==> config.mk <==
export PLATFORM = sky130hd
export DESIGN_NAME = task_graph_traffic_generator_top
export DESIGN_NICKNAME = d
export VERILOG_FILES = /design/src/rtl/core/tgtg_pkg.sv /design/src/rtl/core/tgtg_mod.sv /design/src/rtl/core/tgtg_ctrl.sv /design/src/rtl/core/tgtg_dp.sv /design/src/rtl/core/task_graph_traffic_generator_top.sv
export SDC_FILE = /design/constraint.sdc
export NUM_CORES = 2
export LEC_CHECK = 0
export BUFFER_PORTS_ARGS = -buffer_cell sky130_fd_sc_hd__buf_2
export CAP_MARGIN = 20
export CELL_PAD_IN_SITES_DETAIL_PLACEMENT = 0
export CELL_PAD_IN_SITES_GLOBAL_PLACEMENT = 1
export CORE_ASPECT_RATIO = 0.8
export CORE_MARGIN = 1
export CORE_UTILIZATION = 35
export CTS_BUF_LIST = sky130_fd_sc_hd__clkbuf_8 sky130_fd_sc_hd__clkbuf_16
export CTS_CLUSTER_DIAMETER = 80
export DETAILED_ROUTE_END_ITERATION = 10
export GPL_TIMING_DRIVEN = 0
export PLACE_DENSITY = 0.65
export SLEW_MARGIN = 40
export SYNTH_ARGS = -nofsm -noshare
export SYNTH_HDL_FRONTEND = slang
export SYNTH_SLANG_ARGS = --single-unit
==> constraint.sdc <==
create_clock -name clk -period 14.1 [get_ports clk]
set_input_delay 1.41 -clock clk [delete_from_list [all_inputs] [get_ports clk]]
set_output_delay 1.41 -clock clk [all_outputs]
set_load 0.02 [all_outputs]
==> src/rtl/core/tgtg_pkg.sv <==
// ----------------------------------------------------------------------------
// tgtg_pkg
// Shared types, codes and helpers of the task graph traffic generator node.
// ----------------------------------------------------------------------------
package tgtg_pkg;

  localparam int DATA_W            = 16;
  localparam int CNT_W             = 8;
  localparam int MESH_NODES        = 64;
  localparam int NODE_W            = $clog2(MESH_NODES);
  localparam int CFG_IDX_W         = 3;
  localparam int DEF_TABLE_ENTRIES = 8;
  localparam int SLOT_W            = 3;
  localparam int CMD_W             = 3;
  localparam int PHASE_W           = 3;

  typedef enum logic [CMD_W-1:0] {
    CMD_TICK     = 3'd0,
    CMD_RECV     = 3'd1,
    CMD_LOAD_SRC = 3'd2,
    CMD_LOAD_DST = 3'd3,
    CMD_START    = 3'd4
  } cmd_t;

  typedef enum logic [PHASE_W-1:0] {
    PH_RELEASED = 3'd0,
    PH_WAIT     = 3'd1,
    PH_RECEIVE  = 3'd2,
    PH_COMPUTE  = 3'd3,
    PH_SEND     = 3'd4,
    PH_FINISH   = 3'd5
  } phase_t;

  typedef enum logic [CFG_IDX_W-1:0] {
    REG_RECV_THRESHOLD = 3'd0,
    REG_SEND_TOTAL     = 3'd1,
    REG_COMPUTE_CYCLES = 3'd2,
    REG_SEND_INTERVAL  = 3'd3,
    REG_PERIOD         = 3'd4,
    REG_EXEC_COUNT     = 3'd5,
    REG_NODE_ID        = 3'd6,
    REG_PACKET_LEN     = 3'd7
  } reg_idx_t;

  typedef enum logic [1:0] {
    S_IDLE,
    S_WORK,
    S_EXEC
  } ctrl_state_t;

  typedef struct packed {
    logic take;   // latch the input beat, start scan and divider
    logic scan;   // table scan step
    logic exec;   // commit the item and load the result register
  } ctrl_cmd_t;

  typedef struct packed {
    logic work_done;
    logic out_free;
  } dp_status_t;

  function automatic logic [DATA_W-1:0] inc_sat(input logic [DATA_W-1:0] v);
    return (v != '1) ? v + DATA_W'(1) : v;
  endfunction

  function automatic logic [DATA_W-1:0] dec_sat(input logic [DATA_W-1:0] v);
    return (v != '0) ? v - DATA_W'(1) : v;
  endfunction

endpackage

==> src/rtl/core/tgtg_mod.sv <==
// ----------------------------------------------------------------------------
// tgtg_mod
// Bit-serial restoring remainder unit, one dividend bit per cycle.
// ----------------------------------------------------------------------------
module tgtg_mod (
  input  logic                        clk,
  input  logic                        rst,
  input  logic                        start,
  input  logic [tgtg_pkg::DATA_W-1:0] dividend,
  input  logic [tgtg_pkg::DATA_W-1:0] divisor,
  output logic [tgtg_pkg::DATA_W-1:0] rem,
  output logic                        done
);
  import tgtg_pkg::*;

  localparam int STEP_W = $clog2(DATA_W + 1);

  logic [STEP_W-1:0] step;
  logic [DATA_W-1:0] shreg;
  logic [DATA_W:0]   trial;

  assign done  = (step == STEP_W'(DATA_W));
  assign trial = {rem, shreg[DATA_W-1]};

  always_ff @(posedge clk) begin
    if (rst) begin
      step <= STEP_W'(DATA_W);
    end else if (start) begin
      step <= '0;
    end else if (!done) begin
      step <= step + STEP_W'(1);
    end
  end

  always_ff @(posedge clk) begin
    if (start) begin
      rem   <= '0;
      shreg <= dividend;
    end else if (!done) begin
      shreg <= shreg << 1;
      if (trial >= {1'b0, divisor}) begin
        rem <= DATA_W'(trial - {1'b0, divisor});
      end else begin
        rem <= trial[DATA_W-1:0];
      end
    end
  end

endmodule

==> src/rtl/core/tgtg_ctrl.sv <==
// ----------------------------------------------------------------------------
// tgtg_ctrl
// Item sequencer: accept, scan/divide, commit into the result register.
// ----------------------------------------------------------------------------
module tgtg_ctrl (
  input  logic                   clk,
  input  logic                   rst,
  input  logic                   in_valid,
  output logic                   in_ready,
  output tgtg_pkg::ctrl_cmd_t    ctl,
  input  tgtg_pkg::dp_status_t   st
);
  import tgtg_pkg::*;

  ctrl_state_t state, state_next;

  always_ff @(posedge clk) begin
    if (rst) begin
      state <= S_IDLE;
    end else begin
      state <= state_next;
    end
  end

  always_comb begin
    state_next = state;
    unique case (state)
      S_IDLE: if (in_valid) state_next = S_WORK;
      S_WORK: if (st.work_done) state_next = S_EXEC;
      S_EXEC: if (st.out_free) state_next = S_IDLE;
      default: state_next = S_IDLE;
    endcase
  end

  always_comb begin
    in_ready = 1'b0;
    ctl      = '0;
    unique case (state)
      S_IDLE: begin
        in_ready = 1'b1;
        ctl.take = in_valid;
      end
      S_WORK: ctl.scan = 1'b1;
      // result register full and not draining: hold the commit
      S_EXEC: ctl.exec = st.out_free;
      default: ;
    endcase
  end

endmodule

==> src/rtl/core/tgtg_dp.sv <==
// ----------------------------------------------------------------------------
// tgtg_dp
// Datapath: config registers, source/destination tables, phase counters,
// table scan and the result register.
// ----------------------------------------------------------------------------
module tgtg_dp #(
  parameter int TABLE_ENTRIES = tgtg_pkg::DEF_TABLE_ENTRIES
) (
  input  logic                           clk,
  input  logic                           rst,
  input  logic                           cfg_we,
  input  logic [tgtg_pkg::CFG_IDX_W-1:0] cfg_index,
  input  logic [tgtg_pkg::DATA_W-1:0]    cfg_data,
  input  logic [tgtg_pkg::CMD_W-1:0]     cmd,
  input  logic [tgtg_pkg::NODE_W-1:0]    src_addr,
  input  logic [tgtg_pkg::SLOT_W-1:0]    entry_index,
  input  logic [tgtg_pkg::NODE_W-1:0]    entry_addr,
  input  logic [tgtg_pkg::CNT_W-1:0]     entry_count,
  input  tgtg_pkg::ctrl_cmd_t            ctl,
  output tgtg_pkg::dp_status_t           st,
  output logic [tgtg_pkg::DATA_W-1:0]    mod_dividend,
  output logic [tgtg_pkg::DATA_W-1:0]    mod_divisor,
  input  logic [tgtg_pkg::DATA_W-1:0]    mod_rem,
  input  logic                           mod_done,
  input  logic                           out_ready,
  output logic                           out_valid,
  output logic [tgtg_pkg::PHASE_W-1:0]   phase,
  output logic                           send_valid,
  output logic [tgtg_pkg::NODE_W-1:0]    send_dst,
  output logic                           stray_packet
);
  import tgtg_pkg::*;

  localparam int IDX_W = (TABLE_ENTRIES > 1) ? $clog2(TABLE_ENTRIES) : 1;
  localparam logic [IDX_W-1:0] LAST_IDX = IDX_W'(TABLE_ENTRIES - 1);

  // configuration
  logic [DATA_W-1:0] recv_threshold, send_total, compute_cycles;
  logic [DATA_W-1:0] send_interval, period, exec_count;

  // tables
  logic [NODE_W-1:0] src_tab_addr [TABLE_ENTRIES];
  logic [CNT_W-1:0]  src_tab_count[TABLE_ENTRIES];
  logic [NODE_W-1:0] dst_tab_addr [TABLE_ENTRIES];
  logic [CNT_W-1:0]  dst_tab_quota[TABLE_ENTRIES];
  logic [CNT_W-1:0]  dst_remaining[TABLE_ENTRIES];

  // task state
  phase_t            phase_reg, phase_next;
  logic [DATA_W-1:0] recv_counter, recv_counter_next;
  logic [DATA_W-1:0] batches_ready, batches_ready_next;
  logic [DATA_W-1:0] compute_counter, compute_counter_next;
  logic [DATA_W-1:0] sent_counter, sent_counter_next;
  logic [DATA_W-1:0] pace_counter, pace_counter_next;
  logic [DATA_W-1:0] pending_releases, pending_releases_next;
  logic [DATA_W-1:0] runs_remaining, runs_remaining_next;
  logic [DATA_W-1:0] period_phase, period_phase_next;

  // latched input beat
  cmd_t              hold_cmd;
  logic [NODE_W-1:0] hold_src;
  logic [SLOT_W-1:0] hold_idx;
  logic [NODE_W-1:0] hold_addr;
  logic [CNT_W-1:0]  hold_count;

  // scan
  logic [IDX_W-1:0]  scan_idx;
  logic              scan_done;
  logic              scan_good;
  logic              dst_found;
  logic [IDX_W-1:0]  dst_idx;

  // commit controls
  logic              ld_ok;
  logic [IDX_W-1:0]  ld_idx;
  logic              ld_src, ld_dst, refill, rem_dec;
  logic              res_send, res_stray;
  logic [NODE_W-1:0] res_dst;

  // result register
  phase_t            out_phase;

  assign ld_ok  = (int'(hold_idx) < TABLE_ENTRIES);
  assign ld_idx = IDX_W'(hold_idx);

  assign mod_dividend = period_phase + DATA_W'(1);
  assign mod_divisor  = period;

  always_comb begin
    st.out_free = !out_valid || out_ready;
    unique case (hold_cmd)
      CMD_TICK: st.work_done = scan_done && mod_done;
      CMD_RECV: st.work_done = scan_done;
      default:  st.work_done = 1'b1;
    endcase
  end

  assign phase        = PHASE_W'(out_phase);

  // configuration writes; node_id and packet_len reach no result field,
  // so nothing is held for them here
  always_ff @(posedge clk) begin
    if (rst) begin
      recv_threshold <= '0;
      send_total     <= '0;
      compute_cycles <= '0;
      send_interval  <= DATA_W'(1);
      period         <= '0;
      exec_count     <= '0;
    end else if (cfg_we) begin
      unique case (reg_idx_t'(cfg_index)) inside
        REG_RECV_THRESHOLD: recv_threshold <= cfg_data;
        REG_SEND_TOTAL:     send_total     <= cfg_data;
        REG_COMPUTE_CYCLES: compute_cycles <= cfg_data;
        REG_SEND_INTERVAL:  send_interval  <= cfg_data;
        REG_PERIOD:         period         <= cfg_data;
        REG_EXEC_COUNT:     exec_count     <= cfg_data;
        REG_NODE_ID, REG_PACKET_LEN: ;
        default: ;
      endcase
    end
  end

  // input latch
  always_ff @(posedge clk) begin
    if (ctl.take) begin
      hold_cmd   <= cmd_t'(cmd);
      hold_src   <= src_addr;
      hold_idx   <= entry_index;
      hold_addr  <= entry_addr;
      hold_count <= entry_count;
    end
  end

  // table scan, one slot per cycle: source match and first live dest slot
  always_ff @(posedge clk) begin
    if (rst) begin
      scan_done <= 1'b1;
      scan_idx  <= '0;
      scan_good <= 1'b0;
      dst_found <= 1'b0;
    end else if (ctl.take) begin
      scan_done <= 1'b0;
      scan_idx  <= '0;
      scan_good <= 1'b0;
      dst_found <= 1'b0;
    end else if (ctl.scan && !scan_done) begin
      if (src_tab_addr[scan_idx] == hold_src && src_tab_count[scan_idx] != '0) begin
        scan_good <= 1'b1;
      end
      if (!dst_found && dst_remaining[scan_idx] != '0) begin
        dst_found <= 1'b1;
      end
      if (scan_idx == LAST_IDX) begin
        scan_done <= 1'b1;
      end else begin
        scan_idx <= scan_idx + IDX_W'(1);
      end
    end
  end

  always_ff @(posedge clk) begin
    if (ctl.scan && !scan_done && !dst_found && dst_remaining[scan_idx] != '0) begin
      dst_idx <= scan_idx;
    end
  end

  // item commit
  always_comb begin
    phase_next            = phase_reg;
    recv_counter_next     = recv_counter;
    batches_ready_next    = batches_ready;
    compute_counter_next  = compute_counter;
    sent_counter_next     = sent_counter;
    pace_counter_next     = pace_counter;
    pending_releases_next = pending_releases;
    runs_remaining_next   = runs_remaining;
    period_phase_next     = period_phase;
    ld_src    = 1'b0;
    ld_dst    = 1'b0;
    refill    = 1'b0;
    rem_dec   = 1'b0;
    res_send  = 1'b0;
    res_stray = 1'b0;
    res_dst   = '0;
    unique case (hold_cmd)
      CMD_TICK: begin
        // source task release counter; mod_rem is (period_phase + 1) % period
        if (phase_reg != PH_RELEASED && recv_threshold == '0) begin
          period_phase_next = period_phase + DATA_W'(1);
          if (period != '0) begin
            if (mod_rem == DATA_W'(1) && pending_releases < runs_remaining) begin
              pending_releases_next = pending_releases + DATA_W'(1);
            end
          end else begin
            pending_releases_next = DATA_W'(1);
          end
        end
        case (phase_reg)
          PH_WAIT: begin
            if (recv_threshold == '0 && pending_releases_next != '0) begin
              phase_next            = PH_COMPUTE;
              runs_remaining_next   = dec_sat(runs_remaining);
              pending_releases_next = pending_releases_next - DATA_W'(1);
            end
          end
          PH_RECEIVE: begin
            if (batches_ready != '0) begin
              phase_next          = PH_COMPUTE;
              runs_remaining_next = dec_sat(runs_remaining);
              batches_ready_next  = batches_ready - DATA_W'(1);
            end
          end
          PH_COMPUTE: begin
            compute_counter_next = inc_sat(compute_counter);
            if (compute_counter_next >= compute_cycles) begin
              if (send_total == '0) begin
                phase_next           = PH_FINISH;
                compute_counter_next = '0;
              end else begin
                phase_next = PH_SEND;
              end
            end
          end
          PH_SEND: begin
            if (pace_counter == '0) begin
              if (dst_found) begin
                res_send          = 1'b1;
                res_dst           = dst_tab_addr[dst_idx];
                rem_dec           = 1'b1;
                sent_counter_next = inc_sat(sent_counter);
              end
              // an interval of zero paces like one
              pace_counter_next = (send_interval != '0) ? send_interval - DATA_W'(1) : '0;
            end else begin
              pace_counter_next = pace_counter - DATA_W'(1);
            end
            if (sent_counter_next >= send_total) begin
              phase_next        = PH_FINISH;
              sent_counter_next = '0;
            end
          end
          PH_FINISH: begin
            if (runs_remaining != '0) begin
              phase_next           = (batches_ready != '0) ? PH_RECEIVE : PH_WAIT;
              sent_counter_next    = '0;
              compute_counter_next = '0;
              refill               = 1'b1;
            end else begin
              phase_next = PH_RELEASED;
            end
          end
          default: ;
        endcase
      end
      CMD_RECV: begin
        if (!scan_good) begin
          res_stray = 1'b1;
        end else begin
          if (phase_reg == PH_WAIT) phase_next = PH_RECEIVE;
          recv_counter_next = inc_sat(recv_counter);
          if (recv_counter_next >= recv_threshold) begin
            batches_ready_next = inc_sat(batches_ready);
            recv_counter_next  = '0;
          end
        end
      end
      CMD_LOAD_SRC: ld_src = ld_ok;
      CMD_LOAD_DST: ld_dst = ld_ok;
      CMD_START: begin
        phase_next            = PH_WAIT;
        recv_counter_next     = '0;
        batches_ready_next    = '0;
        compute_counter_next  = '0;
        sent_counter_next     = '0;
        pace_counter_next     = '0;
        pending_releases_next = '0;
        period_phase_next     = '0;
        runs_remaining_next   = exec_count;
        refill                = 1'b1;
      end
      default: ;
    endcase
  end

  always_ff @(posedge clk) begin
    if (rst) begin
      phase_reg        <= PH_RELEASED;
      recv_counter     <= '0;
      batches_ready    <= '0;
      compute_counter  <= '0;
      sent_counter     <= '0;
      pace_counter     <= '0;
      pending_releases <= '0;
      runs_remaining   <= '0;
      period_phase     <= '0;
      src_tab_addr     <= '{default: '0};
      src_tab_count    <= '{default: '0};
      dst_tab_addr     <= '{default: '0};
      dst_tab_quota    <= '{default: '0};
      dst_remaining    <= '{default: '0};
    end else if (ctl.exec) begin
      phase_reg        <= phase_next;
      recv_counter     <= recv_counter_next;
      batches_ready    <= batches_ready_next;
      compute_counter  <= compute_counter_next;
      sent_counter     <= sent_counter_next;
      pace_counter     <= pace_counter_next;
      pending_releases <= pending_releases_next;
      runs_remaining   <= runs_remaining_next;
      period_phase     <= period_phase_next;
      if (refill) dst_remaining <= dst_tab_quota;
      if (rem_dec) dst_remaining[dst_idx] <= dst_remaining[dst_idx] - CNT_W'(1);
      if (ld_src) begin
        src_tab_addr[ld_idx]  <= hold_addr;
        src_tab_count[ld_idx] <= hold_count;
      end
      if (ld_dst) begin
        dst_tab_addr[ld_idx]  <= hold_addr;
        dst_tab_quota[ld_idx] <= hold_count;
        dst_remaining[ld_idx] <= hold_count;
      end
    end
  end

  // result register
  always_ff @(posedge clk) begin
    if (rst) begin
      out_valid <= 1'b0;
    end else if (ctl.exec) begin
      out_valid <= 1'b1;
    end else if (out_ready) begin
      out_valid <= 1'b0;
    end
  end

  always_ff @(posedge clk) begin
    if (ctl.exec) begin
      out_phase    <= phase_next;
      send_valid   <= res_send;
      send_dst     <= res_dst;
      stray_packet <= res_stray;
    end
  end

endmodule

==> src/rtl/core/task_graph_traffic_generator_top.sv <==
// ----------------------------------------------------------------------------
// task_graph_traffic_generator_top
// Network-on-chip task node: table loads, receive checks, phase sequencing
// and paced packet sends, one result beat per command beat.
// ----------------------------------------------------------------------------
//  channel  handshake             payload
//  in       in_valid / in_ready   cmd, src_addr, entry_index, entry_addr,
//                                 entry_count
//  out      out_valid / out_ready phase, send_valid, send_dst, stray_packet
//  cfg      cfg_we                cfg_index, cfg_data
//
//  One command beat at a time. Loads, start and unknown commands commit
//  without waiting on the table scan; a receive waits for the scan (one
//  table slot per cycle); a tick also waits for the bit-serial remainder
//  unit of the release period. A result beat waits in the output register
//  while the next command beat is accepted; a stalled output holds the
//  commit of that next beat. Synchronous reset clears tables and counters.
// ----------------------------------------------------------------------------
module task_graph_traffic_generator_top #(
  parameter int TABLE_ENTRIES = tgtg_pkg::DEF_TABLE_ENTRIES
) (
  input  logic                           clk,
  input  logic                           rst,
  input  logic                           cfg_we,
  input  logic [tgtg_pkg::CFG_IDX_W-1:0] cfg_index,
  input  logic [tgtg_pkg::DATA_W-1:0]    cfg_data,
  input  logic                           in_valid,
  output logic                           in_ready,
  input  logic [tgtg_pkg::CMD_W-1:0]     cmd,
  input  logic [tgtg_pkg::NODE_W-1:0]    src_addr,
  input  logic [tgtg_pkg::SLOT_W-1:0]    entry_index,
  input  logic [tgtg_pkg::NODE_W-1:0]    entry_addr,
  input  logic [tgtg_pkg::CNT_W-1:0]     entry_count,
  output logic                           out_valid,
  input  logic                           out_ready,
  output logic [tgtg_pkg::PHASE_W-1:0]   phase,
  output logic                           send_valid,
  output logic [tgtg_pkg::NODE_W-1:0]    send_dst,
  output logic                           stray_packet
);
  import tgtg_pkg::*;

  ctrl_cmd_t         ctl;
  dp_status_t        st;
  logic [DATA_W-1:0] mod_dividend, mod_divisor, mod_rem;
  logic              mod_done;

  tgtg_ctrl u_ctrl (
    .clk      (clk),
    .rst      (rst),
    .in_valid (in_valid),
    .in_ready (in_ready),
    .ctl      (ctl),
    .st       (st)
  );

  tgtg_mod u_mod (
    .clk      (clk),
    .rst      (rst),
    .start    (ctl.take),
    .dividend (mod_dividend),
    .divisor  (mod_divisor),
    .rem      (mod_rem),
    .done     (mod_done)
  );

  tgtg_dp #(
    .TABLE_ENTRIES (TABLE_ENTRIES)
  ) u_dp (
    .clk          (clk),
    .rst          (rst),
    .cfg_we       (cfg_we),
    .cfg_index    (cfg_index),
    .cfg_data     (cfg_data),
    .cmd          (cmd),
    .src_addr     (src_addr),
    .entry_index  (entry_index),
    .entry_addr   (entry_addr),
    .entry_count  (entry_count),
    .ctl          (ctl),
    .st           (st),
    .mod_dividend (mod_dividend),
    .mod_divisor  (mod_divisor),
    .mod_rem      (mod_rem),
    .mod_done     (mod_done),
    .out_ready    (out_ready),
    .out_valid    (out_valid),
    .phase        (phase),
    .send_valid   (send_valid),
    .send_dst     (send_dst),
    .stray_packet (stray_packet)
  );

  a_take_then_busy: assert property (@(posedge clk) disable iff (rst)
    in_valid && in_ready |=> !in_ready)
    else $error("input taken while an item is still in work");

  a_no_accept_on_commit: assert property (@(posedge clk) disable iff (rst)
    !(in_ready && ctl.exec))
    else $error("commit while waiting for an input beat");

  a_commit_fills_out: assert property (@(posedge clk) disable iff (rst)
    ctl.exec |=> out_valid)
    else $error("commit did not load the result register");

  a_send_phase: assert property (@(posedge clk) disable iff (rst)
    out_valid && send_valid |->
      (phase == PHASE_W'(PH_SEND) || phase == PHASE_W'(PH_FINISH)))
    else $error("packet issued outside the send phase");

  a_send_not_stray: assert property (@(posedge clk) disable iff (rst)
    out_valid |-> !(send_valid && stray_packet))
    else $error("send and stray flagged in one beat");

endmodule

==> impl_metrics.toml <==
[status]
run_status = "finished clean"

[die]
start_util = 0.354
coreArea_um2 = 89500
num_rows = 98
die_w_um = 338
io_pins = 63
die_area_um2 = 91700
die_h_um = 271

[clocking]
clock_latency_ns = 0.66
cts_tree = "done"
clock_path_buffers = 3
cts-root-buf = "clkbuf_16"
h-tree-depth = 3
cts_setup_buffers = 0
cts_hold_buf = 0
cts_buffers = 73
clkSinkCount = 601
cts_resized = 0
clk_pin_slew_ns = 0.06

[placed_design]
io_buffers = 61
dpl_worst_slack_ns = 7.85
hpwl_mm = 91.2
finalWeightedCongestion = 0.976

[logic_synthesis]
yosysTopAreaCell = "dfxtp_1"
synth.mux.area_fraction = 0.0525
synth_cells = 4000
synth_flop_cell = "dfxtp_1"
avgSynthCellArea_um2 = 7.92
synth_top_area_frac = 0.345
synth.yosys.seq_area_share = 0.398
yosysMostFrequentCell = "nand2_1"
synthDistinctLibCells = 83
syn_nets = 4161
synthTopCellsByArea = "dfxtp_1 34%, nand2_1 9.6%, a21oi_1 7.9%, edfxtp_1 5.3%, ha_1 4.3%"
yosys.area_share.adder = 0.0443
synth_xor_area_frac = 0.0302
synth_compound_area_frac = 0.200
async_flop_share = 0
synth_edf_count = 56
synth_seq_cells = 601
synth_top_family_by_area = "simple AND/OR/NAND/NOR gates"
yosys_warnings = 0
synthTopCellsByCount = "807 x nand2_1, 545 x dfxtp_1, 499 x a21oi_1"
synth-simple-area-share = 0.230
syn_area_um2 = 31700

[global_route]
grt_pass1_vias = 27900
grt_usage = 0.262
grt_antenna_before_repair = 2
grt_overflow = 0
grt_max_degree = 21
grt_pass1_wl_mm = 184

[cells_and_area]
reg_top3 = "u_dp.dst_remaining (64), u_dp.dst_tab_quota (64), u_dp.src_tab_count (64)"
syn_to_final_growth_pct = 14.4
drive_gt1_frac = 0.0740
diodes = 0
fin_nets = 4303

[pwr]
ir_drop_uv = 100
finalPower_w = 0.00445
p_leak_nw = 12.8
pwr_density_cell_nw_per_um2 = 123

[sta]
drv_slew = 0
fin_crit_ns = 6.28
finalHoldViolCount = 0
relSlewSlack = 0.385
setup_viol = 0
setup_ws_ns = 7.82
worst_pin_slew_ns = 0.913
finalCritPeriodShare = 0.445
finClkSkew_ns = 0.0368
fmax_ghz = 0.159
fin_setup_tns_ns = 0
rsz0062_at_grt = "false"

[critical_path]
critPathMaxFanout = 10
cp_data_arrival_time_ns = 6.84
r2r_cells = 21
cp-end-kind = "register"
required_ns = 14.67
path_class = "register to register"
worstSetupStartpointType = "register"

[worst_hold_path]
min_path_type = "register to register"
holdPathStages = 2

[drt]
wl_per_cell_um = 22.8
postRouteAntennaNets = 0
routed_wirelength_mm = 123
initialDrtViolationCount = 3434
routed_via_density = 5.65
drc = 0
first_pass_iters = 6
vias = 30500

[job]
drv_cap = 0
## cells by family after synthesis
logic type,after synthesis
AOI/OAI and AO/OA,1055
xor gates and xnor gates,109
adders and majority gates,111
buffers and inverters,373
DFF,601
muxes,132
and+or+nand+nor,1619
## area by class of cell
type | count | area (um2)
multi-input cells | 3026 | 17800
plain buffers | 253 | 1020
well taps | 1200 | 1500
inverters | 120 | 453
fillers | 9442 | 53300
clock inverters | 46 | 419
flip-flops and latches | 601 | 12600
repair buffers | 67 | 385
clock buffers | 90 | 2070
## placed cells by master, fill, tap and decap left out, drive strengths merged, types with 15 or more instances in the layout
cell    instances
nor2b          58
mux2i          93
nand2b         24
mux4           26
nor2          285
a211o          25
o31ai          20
clkbuf        312
nand3         113
or4            25
and3           45
nand2         807
buf            98
ha            109
a211oi         72
nand3b         15
nor3           88
or3            19
nand4          37
xor2           30
a21oi         500
o21ai         189
nor4           55
edfxtp         56
a21o           23
dfxtp         545
o311ai         17
xnor2          79
clkinv         20
a31oi          47
inv           141
a22oi          46
## critical path, cell delays in order (launching register included)
cell and delay, ns:
dfxtp_1 0.35, or3_1 0.46, nor4_1 0.46, and3_1 0.23, clkbuf_1 0.45, nand3_1 0.26
or2_2 0.39, nor2_1 0.23, nand4_1 0.19, xnor2_1 0.30, ha_1 0.31, a21o_1 0.18
a21oi_1 0.14, nor2b_1 0.06, o21ai_0 0.15, nand2b_1 0.07, a2111oi_0 0.40, o22ai_1 0.40
nor3_1 0.54, clkbuf_1 0.37, a21oi_1 0.13, mux2i_1 0.13
## metrics by stage
| stage | hold slack, ns | utilization | instance area, um2 | cells |
|---|---|---|---|---|
| after floorplan | 0.431 | - | 31700 | 4000 |
| after global placement | 0.439 | 0.374 | 33500 | 5261 |
| after detailed placement | 0.445 | 0.376 | 33700 | 5266 |
| after CTS | 0.454 | 0.404 | 36200 | 5402 |
| after global routing | 0.468 | 0.405 | 36200 | 5403 |
| final | 0.454 | 0.405 | 36200 | 5403 |
## worst paths after layout
path,slack [ns],from,end
setup / recovery,7.82,u_dp.pace_counter[9]$_SDFFE_PP0P_,u_dp.sent_counter[0]$_SDFFE_PP0P_
hold reg to reg,0.45,u_dp.compute_cycles[3]$_SDFFE_PP0P_,u_dp.compute_cycles[3]$_SDFFE_PP0P_
setup reg to reg,7.82,u_dp.pace_counter[9]$_SDFFE_PP0P_,u_dp.sent_counter[0]$_SDFFE_PP0P_
hold / removal,0.45,u_dp.compute_cycles[3]$_SDFFE_PP0P_,u_dp.compute_cycles[3]$_SDFFE_PP0P_
## where the power goes
part	switching (W)	total, W	internal [W]
registers	0.0000627	0.00184	0.00178
logic	0.000423	0.000643	0.000220
clock network	0.000833	0.00196	0.00113
total	0.00132	0.00445	0.00313
## metal layers
layer / wire [um] / vias up / global-route usage / share of wire
li1: - / 14500 / - / -
met1: 62600 / 14700 / 0.415 / 0.51
met2: 49000 / 1097 / 0.362 / 0.40
met3: 9500 / 148 / 0.0441 / 0.077
met4: 2320 / 2 / 0.0579 / 0.019
met5: 13 / - / 0 / 0.00011
(Power assumes the default switching activity.)
